==> src/hw/rtl/gbcc_pkg.sv <==
// ----------------------------------------------------------------------------
// gbcc_pkg - shared types and constants for the grid collision engine
// Request codes, field widths and default grid geometry.
// ----------------------------------------------------------------------------
package gbcc_pkg;
   localparam int COORD_W = 15;
   localparam int RAD_W = 10;
   localparam int FRAC_BITS = 4;
   localparam int FILL_W = 4;
   localparam int DEF_GRID_COLS = 24;
   localparam int DEF_GRID_ROWS = 14;
   localparam int DEF_CELL_CAPACITY = 8;
   localparam int DEF_CELL_SHIFT = 4;

   localparam logic [1:0] REQ_CLEAR = 2'd0;
   localparam logic [1:0] REQ_INSERT = 2'd1;
   localparam logic [1:0] REQ_QUERY = 2'd2;

   localparam logic CSR_ITEM_RADIUS = 1'b0;
   localparam logic CSR_PROBE_RADIUS = 1'b1;
endpackage

==> src/hw/rtl/gbcc_cell_map.sv <==
// ----------------------------------------------------------------------------
// gbcc_cell_map - corner to cell index
// Shifts a corner coordinate down to a grid coordinate and clamps it.
// ----------------------------------------------------------------------------
module gbcc_cell_map #(
   parameter int LIMIT = gbcc_pkg::DEF_GRID_COLS,
   parameter int CELL_SHIFT = gbcc_pkg::DEF_CELL_SHIFT,
   parameter int IDX_W = 5
) (
   input  logic signed [gbcc_pkg::COORD_W+1:0] coord,
   output logic [IDX_W-1:0]                    idx
);
   localparam int CW = gbcc_pkg::COORD_W + 2;
   logic signed [CW-1:0] shifted;
   always_comb begin
      shifted = coord >>> (gbcc_pkg::FRAC_BITS + CELL_SHIFT);
      if (coord < 0)
         idx = '0;
      else if (shifted > CW'(LIMIT - 1))
         idx = IDX_W'(LIMIT - 1);
      else
         idx = IDX_W'(shifted);
   end
endmodule

==> config.mk <==
export PLATFORM = sky130hd
export DESIGN_NAME = gbcc_cell_map
export DESIGN_NICKNAME = d
export VERILOG_FILES = /design/src/hw/rtl/gbcc_pkg.sv /design/src/hw/rtl/gbcc_cell_map.sv
export SDC_FILE = /design/constraint.sdc
export NUM_CORES = 1
export LEC_CHECK = 0
export BUFFER_PORTS_ARGS = -buffer_cell sky130_fd_sc_hd__buf_4
export CORE_AREA = 8 8 45 47
export DETAILED_ROUTE_END_ITERATION = 16
export DIE_AREA = 0 0 53 55
export SLEW_MARGIN = 20
export SYNTH_ARGS = -nofsm -noshare
export SYNTH_HDL_FRONTEND = slang
export SYNTH_SLANG_ARGS = --single-unit
==> constraint.sdc <==
create_clock -name vclk -period 0.8
set_input_delay 0.16 -clock vclk [all_inputs]
set_output_delay 0.16 -clock vclk [all_outputs]
set_load 0.05 [all_outputs]
==> metrics.txt, run 1 <==
Area Overhead vs Synth=331%; Worst VDD drop=177 uV; grt total ovfl=0; Synth top area share=53.8%; largest net degree at the start of global routing=5; overall routing resource usage=3.11%; final core utilization=20.3%; vias in the first global route=179; share of cells above drive strength 1=84.6%; initial antenna violation count=0; Cells after Synth=10; setup bufs post-CTS=0; pwr/cell area=627 nW/um^2; number of clock buffers in the layout=0; RSZ-0062 raised after global routing=yes; CP Class=input pin to primary output; Syn Area/Cell=6.51 sq um; die area=2920 sq um; core area=1380 sq um; die span in y=55 um; Synth Cell Area=65.1 sq um; Worst Path Buf+Inv=2; most frequent cell after synthesis=a21oi_1; Hold Buf Count CTS=0; setup TNS=-975 ps; CP Capture Type=primary output; syn_nets=27; largest area contributor in the netlist=a21oi_1; fmax=0.979 GHz; crit path max fanout=2; IO buf count=14; library cells used by synthesis=4; number of antenna diodes=0; TritonRoute pass-1 iters=1; top cell family by delay on the critical path=simple AND/OR/NAND/NOR gates; Worst setup SP type=input pin; WP data arrival=860 ps; fin worst setup slack=-221 ps; routed vias/inst=3.31; outcome=finished with violations; FF+latch count=0; DP Wirelength=389 um; Fin. Hold Viols=0; Leak=0.000119 uW; DRC Markers=0; final WL=454 um; via count=139; Final #Nets=45; Detail Route Antenna Nets=0; max-slew violations=0; top area cells in the synthesized netlist=a21oi_1 54%, nor3_4 25%, and4b_1 15%; standard-cell rows=14; Worst-Margin Slew=258 ps; required time worst endpoint=640 ps; Post-synth top cells=7 x a21oi_1, 1 x and4b_1, 1 x inv_1, 1 x nor3_4; Synth warnings=0; WL/cell=10.8 um; final setup fails=5; Worst path slowest cell=and4b_4; Tcrit/Tclk final=128%; Die X=53 um; slowest stage delay, CP=260 ps; register area=0 sq um; failing checks=setup timing; CP Cell Sequence=buf_6, nor3_4, and4b_4, buf_8; io pins=22; Starting DRT DRC Count=0; part of the Yosys area used for sequential elements=0%; GPL Wtd Cong=0.674; Tmin final=1020 ps; first-pass GRT wire length=745 um; Starting Density=4.70%; Max Cap Viol=0; slew margin rel.=82.8%; Tightest Hold Check Type=input pin to primary output
## cell usage in the layout (no fill, tap or decap)
cell type  count
a21oi_1        3
a21oi_2        1
a21oi_4        3
and4b_4        1
buf_4          8
buf_6          7
buf_8          1
inv_1          1
nor3_4         1
## timing repair
action / CTS / global route
pin swaps: 3 / 0
gates resized for setup: 9 / 3
setup endpoints to repair: 5 / 5
## where the power goes
group	switching, uW	total (uW)	internal, uW
Clock	0	0	0
Sequential	0	0	0
Combinational	96.2	176	79.5
Total	96.2	176	79.5
## kinds of logic (layout without fill, tap and decap cells)
| family | Yosys count | count (layout) | synth area share, % |
|---|---|---|---|
| compound gates | 7 | 7 | 53.8 |
| simple gates | 2 | 2 | 40.4 |
| buf+inv | 1 | 17 | 5.76 |
## per-layer routing
layer  GRT usage, %  vias to the layer above  part of all wire, %
li1               -                       71                    -
met1           4.08                       59                   38
met2           4.88                        9                   46
met3           1.34                        0                   15
met4              0                        0                    0
met5              0                        -                    0
## final cells by class
type	count	area, sq um
fill	166	1100
multi-input combinational	9	103
inverter	1	3.75
timing repair buffer	16	154
tap	16	20.0
## path summary, 6_finish.rpt
| path | to | start | depth (start not counted) |
|---|---|---|---|
| min | idx[4] | coord[12] | 4 |
| max | idx[3] | coord[15] | 4 |
## metrics by stage
stage | setup WS (ps) | total power [uW] | cell area, sq um | cells | hold slack (ps)
after floorplan | -189 | 71.7 | 83.8 | 10 | 408
after global placement | -268 | 148 | 224 | 42 | 743
after detailed placement | -269 | 148 | 224 | 42 | 745
after CTS | -235 | 164 | 258 | 42 | 717
after global routing | -266 | 186 | 280 | 42 | 742
final | -221 | 176 | 280 | 42 | 735
No activity file was read; power rests on OpenSTA's default activity.
==> inputs of run 2 (changes only) <==
--- a/config.mk
+++ b/config.mk
@@ -5,6 +5,7 @@
 export SDC_FILE = /design/constraint.sdc
 export NUM_CORES = 1
 export LEC_CHECK = 0
+export ABC_AREA = 1
 export BUFFER_PORTS_ARGS = -buffer_cell sky130_fd_sc_hd__buf_4
 export CORE_AREA = 8 8 45 47
 export DETAILED_ROUTE_END_ITERATION = 16
==> run 2 against run 1 <==
Effect of this change: the run still ends with setup timing left; cell count increased by 21%; synthesized cell count increased by 110%; wire length decreased by 10%; non-clock buffer count decreased by 2; largest cell class unchanged; via count increased by 24%; power decreased by 8.9%; die area unchanged; critical path type unchanged; first-iteration DRC count unchanged.
==> metrics.txt, run 2 <==
part of the Yosys area used for sequential elements=0% (unchanged); vias in the first global route=193 (was 179); Top Layer Used=met3 (unchanged); syn_nets=38 (was 27); CP Cell Sequence=buf_6, nor2_4, nand4_1, nand2_1, inv_1, buf_6 (was buf_6, nor3_4, and4b_4, buf_8); Hold Buf Count CTS=0 (unchanged); required time worst endpoint=640 ps (about the same); standard-cell rows=14 (unchanged); Worst path slowest cell=nor2_4 (was and4b_4); Fin. Hold Viols=0 (unchanged); register area=0 sq um (unchanged); Syn Area/Cell=4.95 sq um (was 6.51 sq um); io pins=22 (unchanged); first-pass GRT wire length=634 um (was 745 um); die area=2920 sq um (unchanged); top cell family by delay on the critical path=simple AND/OR/NAND/NOR gates (unchanged); routed vias/inst=3.39 (was 3.31); share of cells above drive strength 1=57.1% (was 84.6%); most frequent cell after synthesis=inv_1 (was a21oi_1); most common cell after layout, fill and taps aside=buf_4 (unchanged); top area cells in the synthesized netlist=inv_1 25%, nand2_1 22%, nand4_1 18% (was a21oi_1 54%, nor3_4 25%, and4b_1 15%); DRC Markers=0 (unchanged); Synth Cell Area=104 sq um (was 65.1 sq um); Area Overhead vs Synth=163% (was 331%); IO buf count=14 (unchanged); TritonRoute pass-1 iters=1 (unchanged); largest net degree at the start of global routing=6 (was 5); fmax=1.07 GHz (was 0.979 GHz); Post-synth top cells=7 x inv_1, 6 x nand2_1, 3 x nand4_1, 2 x inv_2 (was 7 x a21oi_1, 1 x and4b_1, 1 x inv_1, 1 x nor3_4); slowest stage delay, CP=150 ps (was 260 ps); final core utilization=19.7% (was 20.3%); wire length on met3=43 um (was 69 um); Detail Route Antenna Nets=0 (unchanged); final WL=408 um (was 454 um); die span in y=55 um (unchanged); crit path max fanout=4 (was 2); max-slew violations=0 (unchanged); Leak=0.000166 uW (was 0.000119 uW); core area=1380 sq um (unchanged); setup bufs post-CTS=0 (unchanged); FF+latch count=0 (unchanged); fillers=157 (was 166); Multi-input gate area=83.8 sq um (was 103 sq um); Final #Nets=54 (was 45); overall routing resource usage=2.62% (was 3.11%); slew margin rel.=90.7% (was 82.8%); CP Class=input pin to primary output (unchanged); library cells used by synthesis=7 (was 4); grt total ovfl=0 (unchanged); Tightest Hold Check Type=input pin to primary output (unchanged); Worst setup SP type=input pin (unchanged); failing checks=setup timing (unchanged); Starting Density=7.50% (was 4.70%); most frequent cells in the layout=7 x buf_4, 6 x nand2_1, 6 x inv_1, 6 x buf_6 (was 8 x buf_4, 7 x buf_6, 3 x a21oi_1, 3 x a21oi_4); largest area contributor in the netlist=inv_1 (was a21oi_1); Worst VDD drop=61.4 uV (was 177 uV); number of clock buffers in the layout=0 (unchanged); post-route non-filler standard cell count=51 (was 42); CP most frequent cell=buf_6; Tmin final=932 ps (was 1020 ps); final setup fails=5 (unchanged); fin worst setup slack=-132 ps (was -221 ps); via count=173 (was 139); DP Wirelength=394 um (was 389 um); Cells after Synth=21 (was 10); Tcrit/Tclk final=117% (was 128%); Die X=53 um (unchanged); Worst-Margin Slew=139 ps (was 258 ps); WP data arrival=770 ps (was 860 ps); Max Cap Viol=0 (unchanged); WL/cell=8.00 um (was 10.8 um); pwr/cell area=587 nW/um^2 (was 627 nW/um^2); number of antenna diodes=0 (unchanged); Worst Path Buf+Inv=3 (was 2); M1 WL=74 um (was 174 um); WHS=677 ps (was 735 ps); initial antenna violation count=0 (unchanged); Synth warnings=0 (unchanged); total power=160 uW (was 176 uW); RSZ-0062 raised after global routing=yes (unchanged); dpl cells=51 (was 42); outcome=finished with violations (unchanged); GPL Wtd Cong=0.633 (was 0.674); Synth top area share=25.3% (was 53.8%); CP Capture Type=primary output (unchanged); routed wl met2=290 um (was 211 um); Starting DRT DRC Count=0 (unchanged)
-- run 2: cell types whose count changed in the layout (fill, tap and decap cells not counted), sizes merged --
| cell | change |
|---|---|
| nand2 | +6 |
| nor3 | -1 |
| nor2 | +2 |
| inv | +8 |
| and4b | -1 |
| nand3b | +1 |
| buf | -2 |
| a21oi | -7 |
| nand4 | +3 |
-- run 2: logic make-up after synthesis --
| logic type | share of synthesized area (%) |
|---|---|
| AND/OR/NAND/NOR | 67.5 |
| buffers and inverters | 32.5 |
-- run 2: final cells by class --
cell class         count  share of cell area, %
well taps             16                   7.34
multi-input cells     12                   30.7
inverters              9                   12.4
repair buffers        14                   49.5
-- run 2: final timing paths --
check                      from     end  slack (ps)  depth (start not counted)
worst max-delay path  coord[14]  idx[2]        -130                          6
worst min-delay path  coord[16]  idx[0]         680                          5
-- run 2: where the power goes --
group,switching [uW],leakage (uW),internal [uW]
logic,89.5,0.000166,70.7
clock network,0,0,0
registers,0,0,0
-- run 2: tightest hold or removal path, cell delays in order --
cell,delay [ps]
buf_4,80
inv_2,40
nand2_1,50
inv_1,40
buf_6,140
-- run 2: metal layers --
| metal | global-route usage (%) | up-vias |
|---|---|---|
| li1 | - | 89 |
| met1 | 1.51 | 80 |
| met2 | 7.03 | 4 |
| met3 | 0.535 | 0 |
| met4 | 0 | 0 |
| met5 | 0 | - |
-- run 2: metrics by stage --
stage	area, sq um	worst slack, ps	setup TNS [ps]
2_1_floorplan	109	-21.9	-76.2
3_3_place_gp	234	-181	-782
3_5_place_dp	234	-186	-791
4_1_cts	269	-143	-605
5_1_grt	273	-191	-850
6_report	273	-132	-594
-- run 2: what timing repair did --
item,in CTS,in global routing
endpoints found under the setup margin,5,5
endpoints found under the hold margin,0,0
pin swaps,3,4
resized for setup,8,2
==> inputs of run 3 (changes only) <==
--- a/config.mk
+++ b/config.mk
@@ -6,10 +6,11 @@
 export NUM_CORES = 1
 export LEC_CHECK = 0
 export ABC_AREA = 1
-export BUFFER_PORTS_ARGS = -buffer_cell sky130_fd_sc_hd__buf_4
+export BUFFER_PORTS_ARGS = -buffer_cell sky130_fd_sc_hd__buf_2
 export CORE_AREA = 8 8 45 47
 export DETAILED_ROUTE_END_ITERATION = 16
 export DIE_AREA = 0 0 53 55
+export PLACE_DENSITY = 0.47
 export SLEW_MARGIN = 20
 export SYNTH_ARGS = -nofsm -noshare
 export SYNTH_HDL_FRONTEND = slang
==> run 3 against run 2 <==
Effect of this change: the flow still finishes with violations (setup timing); clock-buffer cell count unchanged; non-clock buffer count unchanged; sequential share of layout area unchanged; utilization down 1.5 points; worst hold slack better by 4.5 ps; largest cell class unchanged; combinational power down 5%.
==> metrics.txt, run 3 (synthesis results as in run 2) <==
grt total ovfl=0 (unchanged); IO buf count=14 (unchanged); register area=0 sq um (unchanged); Tmin final=935 ps (was 932 ps); Fin. Hold Viols=0 (unchanged); first-pass GRT wire length=669 um (was 634 um); fmax=1.07 GHz (about the same); total power=152 uW (was 160 uW); Detail Route Antenna Nets=0 (unchanged); max-slew violations=0 (unchanged); Tcrit/Tclk final=117% (about the same); WP data arrival=770 ps (about the same); pwr/cell area=606 nW/um^2 (was 587 nW/um^2); failing checks=setup timing (unchanged); fin worst setup slack=-135 ps (was -132 ps); required time worst endpoint=640 ps (about the same); Worst VDD drop=76.3 uV (was 61.4 uV); DRC Markers=0 (unchanged); sw power=91.2 uW (was 89.5 uW); pre-CTS setup slack=-235 ps (was -186 ps); outcome=finished with violations (unchanged); TritonRoute pass-1 iters=2 (was 1); WL/cell=8.43 um (was 8.00 um); CP Capture Type=primary output (unchanged); crit path max fanout=4 (unchanged); RSZ-0062 raised after global routing=yes (unchanged); die span in y=55 um (unchanged); Hold Buf Count CTS=0 (unchanged); fillers=167 (was 157); Starting DRT DRC Count=3 (was 0); final setup fails=5 (unchanged); cell-internal power=61.2 uW (was 70.7 uW); WHS=682 ps (was 677 ps); io pins=22 (unchanged); Leak=0.000158 uW (was 0.000166 uW); final WL=430 um (was 408 um); number of clock buffers in the layout=0 (unchanged); most frequent cells in the layout=7 x buf_2, 7 x buf_6, 6 x nand2_1, 5 x inv_1, 4 x inv_2 (was 7 x buf_4, 6 x nand2_1, 6 x inv_1, 6 x buf_6); DP Wirelength=390 um (was 394 um); Starting Density=7.50% (unchanged); Worst-Margin Slew=146 ps (was 139 ps); Tightest Hold Check Type=input pin to primary output (unchanged); Worst setup SP type=input pin (unchanged); CP Class=input pin to primary output (unchanged); setup bufs post-CTS=0 (unchanged); GPL Wtd Cong=0.710 (was 0.633); vias in the first global route=172 (was 193); Final #Nets=54 (unchanged); largest net degree at the start of global routing=6 (unchanged); Die X=53 um (unchanged); overall routing resource usage=2.67% (was 2.62%); share of cells above drive strength 1=60.0% (was 57.1%); core area=1380 sq um (unchanged); Switching Fraction=59.8% (was 55.9%); slew margin rel.=90.2% (was 90.7%); Max Cap Viol=0 (unchanged); initial antenna violation count=0 (unchanged); number of antenna diodes=0 (unchanged); Area Overhead vs Synth=142% (was 163%); sequential power share=0% (about the same); standard-cell rows=14 (unchanged); FF+latch count=0 (unchanged); setup TNS=-616 ps (was -594 ps); die area=2920 sq um (unchanged); routed vias/inst=3.25 (was 3.39); logic gate share of total power=100.0% (about the same); via count=166 (was 173); clock share of power=0% (about the same)
[run 3: routing by layer]
layer | global-route usage, % | wire, um
met4 | 0 | 0
met2 | 5.47 | 223
met3 | 0.535 | 52
met5 | 0 | 0
met1 | 2.87 | 154
[run 3: metrics by stage]
| stage | area [sq um] | util (%) | instances |
|---|---|---|---|
| 3_3_place_gp | 199 | 14.4 | 51 |
| 5_1_grt | 251 | 18.2 | 51 |
| 6_report | 251 | 18.2 | 51 |
| 3_5_place_dp | 199 | 14.4 | 51 |
| 4_1_cts | 251 | 18.2 | 51 |
| 2_1_floorplan | 109 | - | 21 |
[run 3: layout make-up]
type,instances,area (sq um),share of cell area (%)
repair buffers,14,114,45.3
well taps,16,20.0,7.96
inverters,9,33.8,13.4
multi-input cells,12,83.8,33.3
[run 3: worst max-delay path: stages]
cell	delay, ps
buf_6	90
nor2_4	150
nand4_1	100
nand2_1	90
inv_2	40
buf_6	140
[run 3: power groups by stage]
stage	clock network, uW	registers, uW	logic (uW)
2_1_floorplan	0	0	79.7
3_3_place_gp	0	0	123
3_5_place_dp	0	0	124
4_1_cts	0	0	153
5_1_grt	0	0	162
6_report	0	0	152
[run 3: path summary, 6_finish.rpt]
path	start	end	slack (ps)	cells past startpoint
worst min-delay path	coord[13]	idx[3]	680	5
worst max-delay path	coord[14]	idx[0]	-130	6
[run 3: timing repair]
action | in CTS | in global routing
pin swaps | 3 | 3
gates resized for setup | 13 | 2
setup endpoints to repair | 5 | 5
cloned | 0 | 0
